### config.mk
export PLATFORM = sky130hd
export DESIGN_NAME = dual_heater_time_proportional
export DESIGN_NICKNAME = d
export VERILOG_FILES = /design/src/design/dht_pkg.sv /design/src/design/dht_front.sv /design/src/design/dht_queue.sv /design/src/design/dht_back.sv /design/src/design/dual_heater_time_proportional.sv
export VERILOG_INCLUDE_DIRS = /design/src /design/src/design
export SDC_FILE = /design/constraint.sdc
export NUM_CORES = 1
export LEC_CHECK = 0
export BUFFER_PORTS_ARGS = -buffer_cell sky130_fd_sc_hd__clkbuf_2
export CAP_MARGIN = 15
export CELL_PAD_IN_SITES_DETAIL_PLACEMENT = 1
export CELL_PAD_IN_SITES_GLOBAL_PLACEMENT = 1
export CORE_UTILIZATION = 54
export DETAILED_ROUTE_END_ITERATION = 6
export PLACE_DENSITY = 0.84
export SYNTH_ARGS = -nofsm -noshare
export SYNTH_HDL_FRONTEND = slang
export SYNTH_SLANG_ARGS = --single-unit
### constraint.sdc
create_clock -name i_clk -period 14.8 [get_ports i_clk]
set_input_delay 2.22 -clock i_clk [delete_from_list [all_inputs] [get_ports i_clk]]
set_output_delay 2.22 -clock i_clk [all_outputs]
set_load 0.02 [all_outputs]
### src/design/dual_heater_time_proportional_macros.svh
// ----------------------------------------------------------------------------
// Dual heater controller assertion macros
// Shared concurrent assertion forms for the dual heater relay controller.
// ----------------------------------------------------------------------------
`ifndef DUAL_HEATER_TIME_PROPORTIONAL_MACROS_SVH
`define DUAL_HEATER_TIME_PROPORTIONAL_MACROS_SVH

// The consequent must hold in the same cycle as the antecedent.
`define DHT_ASSERT_IMPLIES(label, clk, rst_n, ante, cons) \
    label: assert property (@(posedge clk) disable iff (!rst_n) (ante) |-> (cons)) \
        else $error("dual heater check failed");

// The consequent must hold in the cycle after the antecedent.
`define DHT_ASSERT_NEXT(label, clk, rst_n, ante, cons) \
    label: assert property (@(posedge clk) disable iff (!rst_n) (ante) |=> (cons)) \
        else $error("dual heater check failed");

`endif

### src/design/dht_pkg.sv
// ----------------------------------------------------------------------------
// Dual heater controller package
// Register indexes, fixed field widths, reset values and shared types.
// ----------------------------------------------------------------------------
package dht_pkg;

    // Configuration port.
    localparam int CFG_ADDR_W = 3;
    localparam int CFG_DATA_W = 16;

    // Fixed register widths.
    localparam int SEL_W    = 2;
    localparam int TARGET_W = 12;
    localparam int HYST_W   = 8;
    localparam int GAIN_W   = 16;
    localparam int CYCLE_W  = 10;

    // Result field widths and packing.
    localparam int DUTY_OUT_W  = 10;
    localparam int PHASE_OUT_W = 10;
    localparam int OUT_USED_W  = 4 + 2 * DUTY_OUT_W + PHASE_OUT_W;
    localparam int OUT_DATA_W  = ((OUT_USED_W + 7) / 8) * 8;

    // Duty arithmetic: gain is Q8.8 per degree, distance is quarter degrees.
    localparam int DUTY_SHIFT  = 10;
    localparam int DUTY_MARGIN = 5;

    // Reset values of the registers that do not reset to zero.
    localparam logic [GAIN_W-1:0] GAIN_RESET  = 16'd256;
    localparam int                CYCLE_RESET = 100;

    // Queue between the front and back halves.
    localparam int QUEUE_DEPTH = 2;
    localparam int QUEUE_PTR_W = (QUEUE_DEPTH > 1) ? $clog2(QUEUE_DEPTH) : 1;
    localparam int QUEUE_CNT_W = $clog2(QUEUE_DEPTH + 1);

    // Register indexes on the configuration port.
    typedef enum logic [CFG_ADDR_W-1:0] {
        CFG_HEAT_ENABLE   = 3'd0,
        CFG_SENSOR_SELECT = 3'd1,
        CFG_TARGET_TEMP   = 3'd2,
        CFG_HYSTERESIS    = 3'd3,
        CFG_GAIN_ONE      = 3'd4,
        CFG_GAIN_TWO      = 3'd5,
        CFG_CYCLE_LENGTH  = 3'd6
    } t_cfg_reg;

    // Per-tick classification handed from the front to the back.
    typedef struct packed {
        logic enable;
        logic heat_two;
        logic heat_one;
    } t_chan_flags;

endpackage

### src/design/dht_front.sv
// ----------------------------------------------------------------------------
// Dual heater front end
// Picks each channel's sensor, decides heating and forms the distance to target.
// ----------------------------------------------------------------------------
module dht_front #(
    parameter int TEMP_BITS = 12
) (
    input  logic [TEMP_BITS-1:0]         i_temp_external,
    input  logic [TEMP_BITS-1:0]         i_temp_inner_one,
    input  logic [TEMP_BITS-1:0]         i_temp_inner_two,
    input  logic                         i_heat_enable,
    input  logic [dht_pkg::SEL_W-1:0]    i_sensor_select,
    input  logic [TEMP_BITS-1:0]         i_target,
    input  logic [dht_pkg::HYST_W-1:0]   i_hysteresis,
    output dht_pkg::t_chan_flags         o_flags,
    output logic [TEMP_BITS-1:0]         o_dist_one,
    output logic [TEMP_BITS-1:0]         o_dist_two
);
    import dht_pkg::*;

    localparam int SUM_W = TEMP_BITS + 1;

    logic [TEMP_BITS-1:0] temp_one;
    logic [TEMP_BITS-1:0] temp_two;
    logic [SUM_W-1:0]     upper;

    // Absolute distance between a reading and the target.
    function automatic logic [TEMP_BITS-1:0] abs_diff(
        input logic [TEMP_BITS-1:0] a,
        input logic [TEMP_BITS-1:0] b
    );
        logic [TEMP_BITS-1:0] d;
        d = (a > b) ? (a - b) : (b - a);
        return d;
    endfunction

    // Sensor selection: external sensor feeds both channels when select is zero.
    always_comb begin
        if (i_sensor_select == '0) begin
            temp_one = i_temp_external;
            temp_two = i_temp_external;
        end else begin
            temp_one = i_temp_inner_one;
            temp_two = i_temp_inner_two;
        end
    end

    // A channel heats below target plus hysteresis, and only while enabled.
    always_comb begin
        upper            = SUM_W'(i_target) + SUM_W'(i_hysteresis);
        o_flags.enable   = i_heat_enable;
        o_flags.heat_one = i_heat_enable && (SUM_W'(temp_one) < upper);
        o_flags.heat_two = i_heat_enable && (SUM_W'(temp_two) < upper);
        o_dist_one       = abs_diff(temp_one, i_target);
        o_dist_two       = abs_diff(temp_two, i_target);
    end

endmodule

### src/design/dht_queue.sv
// ----------------------------------------------------------------------------
// Dual heater item queue
// Short first-in first-out buffer between the front and back halves.
// ----------------------------------------------------------------------------
module dht_queue #(
    parameter int WIDTH = 27
) (
    input  logic             i_clk,
    input  logic             i_rst_n,
    input  logic             i_push,
    input  logic [WIDTH-1:0] i_data,
    output logic             o_ready,
    input  logic             i_pop,
    output logic             o_valid,
    output logic [WIDTH-1:0] o_data
);
    import dht_pkg::*;

    logic [WIDTH-1:0]       r_mem [QUEUE_DEPTH];
    logic [QUEUE_PTR_W-1:0] r_wr_ptr;
    logic [QUEUE_PTR_W-1:0] r_rd_ptr;
    logic [QUEUE_CNT_W-1:0] r_count;
    logic [QUEUE_PTR_W-1:0] n_wr_ptr;
    logic [QUEUE_PTR_W-1:0] n_rd_ptr;
    logic [QUEUE_CNT_W-1:0] n_count;
    logic                   do_push;
    logic                   do_pop;

    // Pointer advance with wrap at the queue depth.
    function automatic logic [QUEUE_PTR_W-1:0] ptr_inc(input logic [QUEUE_PTR_W-1:0] p);
        logic [QUEUE_PTR_W-1:0] q;
        q = (p == QUEUE_PTR_W'(QUEUE_DEPTH - 1)) ? '0 : p + 1'b1;
        return q;
    endfunction

    // Status and next pointer values.
    always_comb begin
        o_ready  = (r_count != QUEUE_CNT_W'(QUEUE_DEPTH));
        o_valid  = (r_count != '0);
        o_data   = r_mem[r_rd_ptr];
        do_push  = i_push && o_ready;
        do_pop   = i_pop && o_valid;
        n_wr_ptr = do_push ? ptr_inc(r_wr_ptr) : r_wr_ptr;
        n_rd_ptr = do_pop ? ptr_inc(r_rd_ptr) : r_rd_ptr;
        n_count  = r_count;
        if (do_push && !do_pop) begin
            n_count = r_count + 1'b1;
        end else if (do_pop && !do_push) begin
            n_count = r_count - 1'b1;
        end
    end

    // Control registers.
    always_ff @(posedge i_clk) begin
        if (!i_rst_n) begin
            r_wr_ptr <= '0;
            r_rd_ptr <= '0;
            r_count  <= '0;
        end else begin
            r_wr_ptr <= n_wr_ptr;
            r_rd_ptr <= n_rd_ptr;
            r_count  <= n_count;
        end
    end

    // Entry storage.
    always_ff @(posedge i_clk) begin
        if (do_push) begin
            r_mem[r_wr_ptr] <= i_data;
        end
    end

endmodule

### src/design/dht_back.sv
// ----------------------------------------------------------------------------
// Dual heater back end
// Multiplies gain by distance, saturates the duty, steps relays and phase.
// ----------------------------------------------------------------------------
module dht_back #(
    parameter int TEMP_BITS  = 12,
    parameter int PHASE_BITS = 10
) (
    input  logic                             i_clk,
    input  logic                             i_rst_n,
    input  logic                             i_q_valid,
    input  dht_pkg::t_chan_flags             i_q_flags,
    input  logic [TEMP_BITS-1:0]             i_q_dist_one,
    input  logic [TEMP_BITS-1:0]             i_q_dist_two,
    output logic                             o_q_pop,
    input  logic [dht_pkg::GAIN_W-1:0]       i_gain_one,
    input  logic [dht_pkg::GAIN_W-1:0]       i_gain_two,
    input  logic [PHASE_BITS-1:0]            i_cycle_len,
    input  logic                             i_m_tready,
    output logic                             o_m_tvalid,
    output logic [dht_pkg::OUT_DATA_W-1:0]   o_m_tdata
);
    import dht_pkg::*;

    localparam int PROD_W = GAIN_W + TEMP_BITS;
    localparam int SH_W   = PROD_W - DUTY_SHIFT;
    localparam int CMP_W  = (SH_W > PHASE_BITS) ? SH_W : PHASE_BITS;
    localparam int INC_W  = PHASE_BITS + 1;
    localparam int PAD_W  = OUT_DATA_W - OUT_USED_W;

    // Stage A: registered products.
    logic                  r_a_valid;
    t_chan_flags           r_a_flags;
    logic [PROD_W-1:0]     r_a_prod_one;
    logic [PROD_W-1:0]     r_a_prod_two;

    // Stage B: controller state and the result register.
    logic [PHASE_BITS-1:0] r_phase;
    logic                  r_relay_one;
    logic                  r_relay_two;
    logic                  r_out_valid;
    logic [OUT_DATA_W-1:0] r_out_data;

    logic [PHASE_BITS-1:0] n_phase;
    logic                  n_relay_one;
    logic                  n_relay_two;
    logic [OUT_DATA_W-1:0] n_out_data;

    logic                  advance;
    logic [PHASE_BITS-1:0] bound;
    logic [PHASE_BITS-1:0] duty_one;
    logic [PHASE_BITS-1:0] duty_two;
    logic [INC_W-1:0]      phase_inc;
    logic [PHASE_BITS-1:0] phase_wrap;

    // Duty from a product: shift to ticks, clamp to the bound, zero when idle.
    function automatic logic [PHASE_BITS-1:0] sat_duty(
        input logic [PROD_W-1:0]     prod,
        input logic                  heat,
        input logic [PHASE_BITS-1:0] lim
    );
        logic [CMP_W-1:0]      sh;
        logic [PHASE_BITS-1:0] d;
        sh = CMP_W'(prod[PROD_W-1:DUTY_SHIFT]);
        if (!heat) begin
            d = '0;
        end else if (sh > CMP_W'(lim)) begin
            d = lim;
        end else begin
            d = sh[PHASE_BITS-1:0];
        end
        return d;
    endfunction

    // Relay step: on at phase zero with a nonzero duty, off when phase meets duty or when not heating.
    function automatic logic relay_step(
        input logic                  cur,
        input logic                  heat,
        input logic [PHASE_BITS-1:0] phase,
        input logic [PHASE_BITS-1:0] duty
    );
        logic r;
        priority if (!heat) begin
            r = 1'b0;
        end else if (phase == '0) begin
            r = (duty != '0);
        end else if (phase == duty) begin
            r = 1'b0;
        end else begin
            r = cur;
        end
        return r;
    endfunction

    // The whole back pipeline moves when the result register can take a new item.
    assign advance    = !r_out_valid || i_m_tready;
    assign o_q_pop    = advance && i_q_valid;
    assign o_m_tvalid = r_out_valid;
    assign o_m_tdata  = r_out_data;

    // Saturation, relay and phase logic for the item in stage A.
    always_comb begin
        bound = (i_cycle_len > PHASE_BITS'(DUTY_MARGIN))
              ? i_cycle_len - PHASE_BITS'(DUTY_MARGIN) : '0;
        duty_one   = sat_duty(r_a_prod_one, r_a_flags.heat_one, bound);
        duty_two   = sat_duty(r_a_prod_two, r_a_flags.heat_two, bound);
        phase_inc  = INC_W'(r_phase) + INC_W'(1);
        phase_wrap = (phase_inc > INC_W'(i_cycle_len)) ? '0 : phase_inc[PHASE_BITS-1:0];

        if (r_a_flags.enable) begin
            n_relay_one = relay_step(r_relay_one, r_a_flags.heat_one, r_phase, duty_one);
            n_relay_two = relay_step(r_relay_two, r_a_flags.heat_two, r_phase, duty_two);
            n_phase     = phase_wrap;
        end else begin
            n_relay_one = 1'b0;
            n_relay_two = 1'b0;
            n_phase     = r_phase;
        end

        n_out_data = {PAD_W'(0),
                      PHASE_OUT_W'(r_phase),
                      DUTY_OUT_W'(duty_two),
                      DUTY_OUT_W'(duty_one),
                      r_a_flags.heat_two,
                      r_a_flags.heat_one,
                      n_relay_two,
                      n_relay_one};
    end

    // Stage A valid, state and result valid.
    always_ff @(posedge i_clk) begin
        if (!i_rst_n) begin
            r_a_valid   <= 1'b0;
            r_out_valid <= 1'b0;
            r_phase     <= '0;
            r_relay_one <= 1'b0;
            r_relay_two <= 1'b0;
        end else if (advance) begin
            r_a_valid   <= i_q_valid;
            r_out_valid <= r_a_valid;
            if (r_a_valid) begin
                r_phase     <= n_phase;
                r_relay_one <= n_relay_one;
                r_relay_two <= n_relay_two;
            end
        end
    end

    // Payload registers: products and the packed result.
    always_ff @(posedge i_clk) begin
        if (advance) begin
            r_a_flags    <= i_q_flags;
            r_a_prod_one <= PROD_W'(i_gain_one) * PROD_W'(i_q_dist_one);
            r_a_prod_two <= PROD_W'(i_gain_two) * PROD_W'(i_q_dist_two);
            r_out_data   <= n_out_data;
        end
    end

endmodule

### src/design/dual_heater_time_proportional.sv
// ----------------------------------------------------------------------------
// Dual heater time-proportional relay controller
// Two-channel slow-PWM heater control driven by one tick item per period.
// ----------------------------------------------------------------------------
//  Channel    Direction  Handshake                      Payload
//  s_axis     in         i_s_axis_tvalid/o_s_axis_tready  three readings
//  m_axis     out        o_m_axis_tvalid/i_m_axis_tready  relays, heat, duty, phase
//  cfg        in         i_cfg_we                         index and write data
//
// A result passes from the queue through the gain multipliers into the result
// register; the duty clamp with the relay and phase step happen as it enters
// the result register. A new item is taken every cycle while the queue is not
// full; the relay state updates once per item, and the phase steps only for
// items with heating enabled. Reset clears the queue, pipeline valids, phase
// counter and relays, and loads the register reset values. A stalled result
// holds the back pipeline while the two-entry queue keeps taking items until
// it fills.
// ----------------------------------------------------------------------------
`include "dual_heater_time_proportional_macros.svh"

module dual_heater_time_proportional #(
    parameter int TEMP_BITS  = 12,
    parameter int PHASE_BITS = 10
) (
    input  logic                                i_clk,
    input  logic                                i_rst_n,
    // Input items.
    input  logic                                i_s_axis_tvalid,
    output logic                                o_s_axis_tready,
    // temp_external, temp_inner_one, temp_inner_two
    input  logic [((3*TEMP_BITS+7)/8)*8-1:0]    i_s_axis_tdata,
    // Result items.
    output logic                                o_m_axis_tvalid,
    input  logic                                i_m_axis_tready,
    // relay_one_on, relay_two_on, heating_one, heating_two, duty_one, duty_two,
    // phase_now
    output logic [dht_pkg::OUT_DATA_W-1:0]      o_m_axis_tdata,
    // Configuration writes.
    input  logic                                i_cfg_we,
    input  logic [dht_pkg::CFG_ADDR_W-1:0]      i_cfg_addr,
    input  logic [dht_pkg::CFG_DATA_W-1:0]      i_cfg_wdata
);
    import dht_pkg::*;

    localparam int QW    = $bits(t_chan_flags) + 2 * TEMP_BITS;
    localparam int CHK_W = ((PHASE_BITS > DUTY_OUT_W) ? PHASE_BITS : DUTY_OUT_W) + 1;

    // Configuration registers.
    logic                  r_heat_enable;
    logic [SEL_W-1:0]      r_sensor_select;
    logic [TEMP_BITS-1:0]  r_target;
    logic [HYST_W-1:0]     r_hysteresis;
    logic [GAIN_W-1:0]     r_gain_one;
    logic [GAIN_W-1:0]     r_gain_two;
    logic [PHASE_BITS-1:0] r_cycle_len;

    // Front to queue.
    t_chan_flags           front_flags;
    logic [TEMP_BITS-1:0]  front_dist_one;
    logic [TEMP_BITS-1:0]  front_dist_two;
    logic [QW-1:0]         q_in_data;

    // Queue to back.
    logic                  q_valid;
    logic                  q_pop;
    logic [QW-1:0]         q_out_data;
    t_chan_flags           q_flags;
    logic [TEMP_BITS-1:0]  q_dist_one;
    logic [TEMP_BITS-1:0]  q_dist_two;

    // Result fields for checking.
    logic                  out_relay_one;
    logic                  out_relay_two;
    logic                  out_heat_one;
    logic                  out_heat_two;
    logic [DUTY_OUT_W-1:0] out_duty_one;
    logic [DUTY_OUT_W-1:0] out_duty_two;

    // Register writes.
    always_ff @(posedge i_clk) begin
        if (!i_rst_n) begin
            r_heat_enable   <= 1'b0;
            r_sensor_select <= '0;
            r_target        <= '0;
            r_hysteresis    <= '0;
            r_gain_one      <= GAIN_RESET;
            r_gain_two      <= GAIN_RESET;
            r_cycle_len     <= PHASE_BITS'(CYCLE_RESET);
        end else if (i_cfg_we) begin
            unique case (t_cfg_reg'(i_cfg_addr))
                CFG_HEAT_ENABLE:   r_heat_enable   <= i_cfg_wdata[0];
                CFG_SENSOR_SELECT: r_sensor_select <= i_cfg_wdata[SEL_W-1:0];
                CFG_TARGET_TEMP:   r_target        <= TEMP_BITS'(i_cfg_wdata[TARGET_W-1:0]);
                CFG_HYSTERESIS:    r_hysteresis    <= i_cfg_wdata[HYST_W-1:0];
                CFG_GAIN_ONE:      r_gain_one      <= i_cfg_wdata[GAIN_W-1:0];
                CFG_GAIN_TWO:      r_gain_two      <= i_cfg_wdata[GAIN_W-1:0];
                CFG_CYCLE_LENGTH:  r_cycle_len     <= PHASE_BITS'(i_cfg_wdata[CYCLE_W-1:0]);
                default: ;
            endcase
        end
    end

    // Classification of the incoming item.
    dht_front #(
        .TEMP_BITS(TEMP_BITS)
    ) u_front (
        .i_temp_external (i_s_axis_tdata[TEMP_BITS-1:0]),
        .i_temp_inner_one(i_s_axis_tdata[2*TEMP_BITS-1:TEMP_BITS]),
        .i_temp_inner_two(i_s_axis_tdata[3*TEMP_BITS-1:2*TEMP_BITS]),
        .i_heat_enable   (r_heat_enable),
        .i_sensor_select (r_sensor_select),
        .i_target        (r_target),
        .i_hysteresis    (r_hysteresis),
        .o_flags         (front_flags),
        .o_dist_one      (front_dist_one),
        .o_dist_two      (front_dist_two)
    );

    assign q_in_data = {front_dist_two, front_dist_one, front_flags};

    // Queue between the halves.
    dht_queue #(
        .WIDTH(QW)
    ) u_queue (
        .i_clk  (i_clk),
        .i_rst_n(i_rst_n),
        .i_push (i_s_axis_tvalid),
        .i_data (q_in_data),
        .o_ready(o_s_axis_tready),
        .i_pop  (q_pop),
        .o_valid(q_valid),
        .o_data (q_out_data)
    );

    assign q_flags    = t_chan_flags'(q_out_data[$bits(t_chan_flags)-1:0]);
    assign q_dist_one = q_out_data[$bits(t_chan_flags)+TEMP_BITS-1:$bits(t_chan_flags)];
    assign q_dist_two = q_out_data[QW-1:$bits(t_chan_flags)+TEMP_BITS];

    // Duty, relay and phase processing.
    dht_back #(
        .TEMP_BITS (TEMP_BITS),
        .PHASE_BITS(PHASE_BITS)
    ) u_back (
        .i_clk       (i_clk),
        .i_rst_n     (i_rst_n),
        .i_q_valid   (q_valid),
        .i_q_flags   (q_flags),
        .i_q_dist_one(q_dist_one),
        .i_q_dist_two(q_dist_two),
        .o_q_pop     (q_pop),
        .i_gain_one  (r_gain_one),
        .i_gain_two  (r_gain_two),
        .i_cycle_len (r_cycle_len),
        .i_m_tready  (i_m_axis_tready),
        .o_m_tvalid  (o_m_axis_tvalid),
        .o_m_tdata   (o_m_axis_tdata)
    );

    // Result fields taken apart for the checks below.
    assign out_relay_one = o_m_axis_tdata[0];
    assign out_relay_two = o_m_axis_tdata[1];
    assign out_heat_one  = o_m_axis_tdata[2];
    assign out_heat_two  = o_m_axis_tdata[3];
    assign out_duty_one  = o_m_axis_tdata[4+DUTY_OUT_W-1:4];
    assign out_duty_two  = o_m_axis_tdata[4+2*DUTY_OUT_W-1:4+DUTY_OUT_W];

    // A relay is only ever on for a channel that is heating.
    `DHT_ASSERT_IMPLIES(a_relay_one_heat, i_clk, i_rst_n, o_m_axis_tvalid && out_relay_one, out_heat_one)
    `DHT_ASSERT_IMPLIES(a_relay_two_heat, i_clk, i_rst_n, o_m_axis_tvalid && out_relay_two, out_heat_two)

    // A nonzero duty leaves the margin below the cycle length.
    `DHT_ASSERT_IMPLIES(a_duty_one_bound, i_clk, i_rst_n, o_m_axis_tvalid && (out_duty_one != '0), CHK_W'(out_duty_one) + CHK_W'(DUTY_MARGIN) <= CHK_W'(r_cycle_len))
    `DHT_ASSERT_IMPLIES(a_duty_two_bound, i_clk, i_rst_n, o_m_axis_tvalid && (out_duty_two != '0), CHK_W'(out_duty_two) + CHK_W'(DUTY_MARGIN) <= CHK_W'(r_cycle_len))

endmodule
Word level (Yosys, flattened, before mapping)
Memory sizes are Yosys's and may differ from the RTL's. A register that Yosys moved wholly into a read port is not among the register bits.
Cells that the tools add are included.

word-level totals
  memories = 1
  output and inout port bits = 42
  word-level logic and storage cells = 105
  ROM bits = 0
  bits in writable memories = 54
  latch bits = 0
  flip-flop bits (word level) = 176

operators by class
  $mul = 2
  reduce and logical (&&, ||, !) cells = 27
  divide/modulo/power cells = 0
  mux-type cells = 26
  bitwise logic cells = 0
  magnitude comparators = 8
  shift operators = 0
  equality and inequality tests = 9
  $add $sub $neg = 11

memory list
  name           words  bits a word  read ports  clocked after Yosys merged registers in  wr ports  RTL line         source
  u_queue.r_mem  2      27           1           1                                        1         dht_queue.sv:19  logic [WIDTH-1:0] r_mem [QUEUE_DEPTH];

operators with widths
  kind                   number
  $mux 10                6
  $mul 16x12->28         2
  $mux 12                4
  $sub 12x12->12         4
  $gt 18x10->1           2
  $lt 12x13->1           2
  $gt 12x12->1           2
  $eq 10x10->1           2
  $reduce_bool 10->1     2
  $reduce_and 2->1       8
  $mux 1                 14
  $add 12x8->13          1
  $add 10x1->11 const B  1
  $gt 11x10->1           1
  $gt 10x3->1 const B    1
  $logic_not 10->1       1
  $sub 10x3->10 const B  1
  $eq 3x3->1 const B     3
  $logic_and 1x1->1      7
  $eq 3x2->1 const B     2
  $mux 2                 2
  $reduce_bool 2->1      2
  $eq 3x1->1 const B     1
  $logic_not 1->1        3
  other kinds (8)        9

Depth between registers and ports, before layout
  word-level depth = 10
  depth in mapped cells = 26
  mapped depth without buffers = 23

Cells and area by module
A second synthesis with hierarchy kept.

unflattened totals
  cell total of the unflattened synthesis = 2559
  area total of the unflattened synthesis = 24213.2 µm²

by module, submodules not included
  module                         area an instance (µm²)  times used  seq. area each (µm²)  cells an instance
  dht_back                       16300.6                 1           2472.4                1758
  dht_front                      3255.6                  1           0.0                   454
  dual_heater_time_proportional  2468.6                  1           1301.2                239
  dht_queue                      2188.3                  1           1721.7                108

Worst setup path after synthesis
Ideal clock, no wire load.

  path kind = reg-to-reg
  start point = reg with a tool-made name
  end point = reg u_back.r_a_prod_one[27] (data pin)
  cell stages (with the launch flop) = 23
  slack = 8.097 ns
  period minus slack after synthesis = 6.703 ns
  arrival time = 6.444 ns
  buffers on the path = 4
  path through = dfxtp_1 -> buf_2 -> buf_1 -> buf_1 -> mux2_2 -> clkbuf_1 -> nand2_1 -> fa_1 -> fa_1 -> fa_1 -> fa_1 -> fa_1 -> inv_1 -> ha_1 -> a21o_1 -> a2111oi_0 -> o21ai_0 -> a221o_1 -> nand4_1 -> nand4b_1 -> a21o_1 -> a21oi_1 -> xnor2_1

RTL lines
  what                    RTL line         source
  end signal: assignment  dht_back.sv:153  r_a_prod_one <= PROD_W'(i_gain_one) * PROD_W'(i_q_dist_one);
  end: declaration        dht_back.sv:34   logic [PROD_W-1:0] r_a_prod_one;

==> metrics <==
hold_sp r_hysteresis[3]$_SDFFE_PN0P_; Setup crit start kind flip-flop; vias in the first global route 21,335; Post-Synthesis Cells between 2,000 and 3,000; detailed placement HPWL about 54,000 µm; crit-path cells buf_4 > mux2_2 > and2_1 > fa_1 > inv_1 > fa_1 > fa_1 > fa_1 > fa_1 > inv_1 > ha_1 > a21o_1 > a2111oi_0 > o21ai_0 > a221o_1 > nand4_1 > nand4b_1 > a21o_1 > a21oi_1 > xnor2_1; power share of the combinational group a little under half; CP peak stage delay 590 ps; clock slew at reported path FFs approximately 70 ps; dpl ws between 7000 and 8000 ps; Simple-Gate Fraction of Synth Area 16.0%; GRT Overall Usage about 32%; # resized after CTS 0; CP dominant cell by count fa_1; Syn. warnings 0; Root Buffer clkbuf_16; Setup Fix Bufs, Post-CTS 0; CTS max path bufs 3; Final ANT Viol Nets 0; commonest non-fill, non-tap cells in the layout nand2_1, inv_1, fa_1, ha_1, a21oi_1; first-pass GRT wire length between 100,000 and 150,000 µm; initial DRC count ~900; Synth Area per Inst between 9 and 10 µm²; main combinational cell family by area after synthesis adder cells; top cell type's share of synthesized area about a quarter; Worst Hold Class flip-flop to flip-flop; fin nets between 3,000 and 4,000; max_slew headroom 18.5%; CTS sink count 211; GPL Wtd Cong between 0.9 and 1; number of max-cap violations 0; Sw Pwr 1.25 mW; total CTS buffers 26; critical path required time between 15,000 and 20,000 ps; CP arrival 7200 ps; EDFF count, synth ~130; Post-Synth XOR/XNOR Area a little under 3%; share of cells above drive strength 1 7.87%; Vias/cell between 5 and 6; H-tree depth 1; crit-path leading delay family adder cells; RSZ-0062 raised after global routing false; Area Overhead vs Synth 7.41%; fill count 4,947; # DRC 0; status finished, final reports clean; Clock Power Share between 20% and 30%; post-synthesis register bit count 211; multi-input logic area roughly 0.016 mm²; die height 211 µm; Pint around 1.7 mW; asr flop ratio synth 0%; CP Buf/Inv Count 3; initial antenna violation count 0; multiplexer share of the synthesized area about 3%; Final period util between 40 and 50%; commonest non-fill, non-tap cell in the layout nand2_1; grt total ovfl 0; wirelength, routed approximately 70,000 µm; TNS Setup 0 ps; Slowest-stage cell, CP a2111oi_0; number of core rows 76; Net Sw Frac between 40 and 50%; Max Clock Freq between 0.1 and 0.15 GHz; WS Path Type flip-flop to flip-flop; largest net degree at the start of global routing 78; Crit. End Element flip-flop; clk_skew about 24 ps; # port buffers 95; # IOs between 100 and 150; Die W between 200 and 250 µm; area of the die between 0.04 and 0.05 mm²; hold depth 2; Power per Cell Area 115 mW/mm²; post-synthesis sequential area ratio 23.3%; FF/Latch Area roughly 0.0055 mm²; critical path peak fanout 27; sequential power share between 30% and 40%; Worst Hold Path EP r_hysteresis[3]$_SDFFE_PN0P_; Least-Margin Pin Slew about 1200 ps; Post-Synth Adder-Cell Area between 30 and 40%; Synth Flop Type edfxtp_1; Final Hold Viols 0; routed len/inst 21.9 µm; R2R cell count 20; Tmin final 6900 ps; top cells by area, synth fa_1, edfxtp_1, ha_1, dfxtp_1, nand2_1; Synth Area in Compound Gates approximately a tenth; Critical R2R Capture u_back.r_a_prod_one[27]$_DFFE_PN_; hold_buf cts 0; largest vdd supply drop 0.0000764 V; core box area between 0.04 and 0.05 mm²; max-slew violation count 0; Clk Latency, worst-skew pair between 500 and 600 ps; Netlist Area Pre-Place roughly 0.024 mm²; vias 18,825; Starting Density a little over half; DR pass1 iterations 5; endpoints failing setup 0; flop2flop setup slack around 7900 ps; LEAKAGE ~12 nW; Netlist cell types 82; CTS tree done; area leader, netlist fa_1; slack of the critical path approximately 8000 ps
[power groups by stage]
stage,clock network (mW),logic (mW),registers [mW]
final,0.668,1.36,0.895
after global routing,0.696,1.49,0.903
after CTS,0.674,1.35,0.892
after detailed placement,0,1.34,0.903
after global placement,0,1.25,0.896
after floorplan,0,0.900,0.899
[routing by layer]
| metal | vias to the layer above | share of wire [%] | global-route usage [%] | wire, µm |
|---|---|---|---|---|
| met1 | 9653 | 39 | 37.0 | 27100 |
| met2 | 588 | 51 | 59.1 | 35800 |
| li1 | 8371 | - | - | - |
| met3 | 213 | 4.7 | 3.84 | 3260 |
| met5 | - | 0 | 0 | 0 |
| met4 | 0 | 5.5 | 17.6 | 3850 |
[cells in the mapped netlist (11+ instances only)]
library cell / count
o21ai_0: 49
clkbuf_1: 91
mux2_2: 34
o21a_1: 12
nor4_1: 11
and2_1: 142
fa_1: 283
nand3_1: 24
a21o_1: 25
dfxtp_1: 84
nand4_1: 22
nand2_1: 423
xnor2_1: 52
a211oi_1: 13
mux2i_1: 32
nand2b_1: 19
a31oi_1: 15
nor2_1: 82
ha_1: 235
xor2_1: 28
nor2b_1: 21
inv_1: 418
nor3_1: 21
a21oi_1: 152
edfxtp_1: 127
[cell families (layout without fill, tap and decap cells)]
logic type      count (synthesis)  count (layout)
simple gates                  804             804
buf+inv                       528             572
other cells                     1               7
fa+ha+maj                     518             518
mux                            67              67
compound gates                358             358
xor+xnor                       80              80
flops                         211             211
[area by class of cell]
type / instances / share of cell area (%)
Clock inverter: 12 / 0.528
Inverter: 421 / 6.23
Clock buffer: 36 / 3.00
Tap cell: 585 / 2.89
Multi-Input combinational cell: 1833 / 63.5
Antenna cell: 1 / 0.00987
Timing Repair Buffer: 103 / 2.12
Sequential cell: 211 / 21.7
[flip-flops by register name, indices dropped and copies added, names as in the netlist, named ones only]
register	cells
u_back.r_a_flags	1
u_back.r_relay_one	1
u_back.r_a_valid	1
u_queue.r_wr_ptr	1
r_heat_enable	1
u_back.n_out_data	2
r_target	12
u_back.r_phase	10
u_back.r_a_prod_two	18
u_back.o_m_tdata	34
r_gain_two	16
u_back.r_relay_two	1
r_cycle_len	10
r_sensor_select	2
u_queue.r_rd_ptr	1
u_back.r_a_prod_one	18
r_gain_one	16
u_queue.r_count	2
r_hysteresis	8
u_back.o_m_tvalid	1
u_queue.r_mem	54
[stage by stage]
stage / total power [mW] / area [µm²] / instances / utilization (%) / hold WS [ps]
global placement: 2.15 / 24400 / 3151 / 56.7 / 449
global route: 3.09 / 25300 / 3201 / 58.8 / 490
finish: 2.92 / 25400 / 3202 / 58.9 / 472
CTS: 2.92 / 25300 / 3199 / 58.8 / 469
detailed placement: 2.24 / 24400 / 3151 / 56.7 / 461
floorplan: 1.80 / 23600 / 2572 / - / 406
[worst min-delay path, delay by kind of cell (launching register included)]
family / cells / cell delay (ps)
DFF: 1 / 310
AOI/OAI and AO/OA: 1 / 60
and+or+nand+nor: 1 / 50
[worst max-delay path by stage]
stage / from / end / cells after the start
after floorplan: flip-flop / u_back.r_a_prod_one[27]$_DFFE_PN_ / 22
after global placement: flip-flop / u_back.r_a_prod_one[27]$_DFFE_PN_ / 20
after detailed placement: flip-flop / u_back.r_a_prod_one[27]$_DFFE_PN_ / 20
after CTS: flip-flop / u_back.r_a_prod_one[27]$_DFFE_PN_ / 20
after global routing: flip-flop / u_back.r_a_prod_one[27]$_DFFE_PN_ / 20
final: flip-flop / u_back.r_a_prod_one[27]$_DFFE_PN_ / 20
No activity file was read; power rests on OpenSTA's default activity.
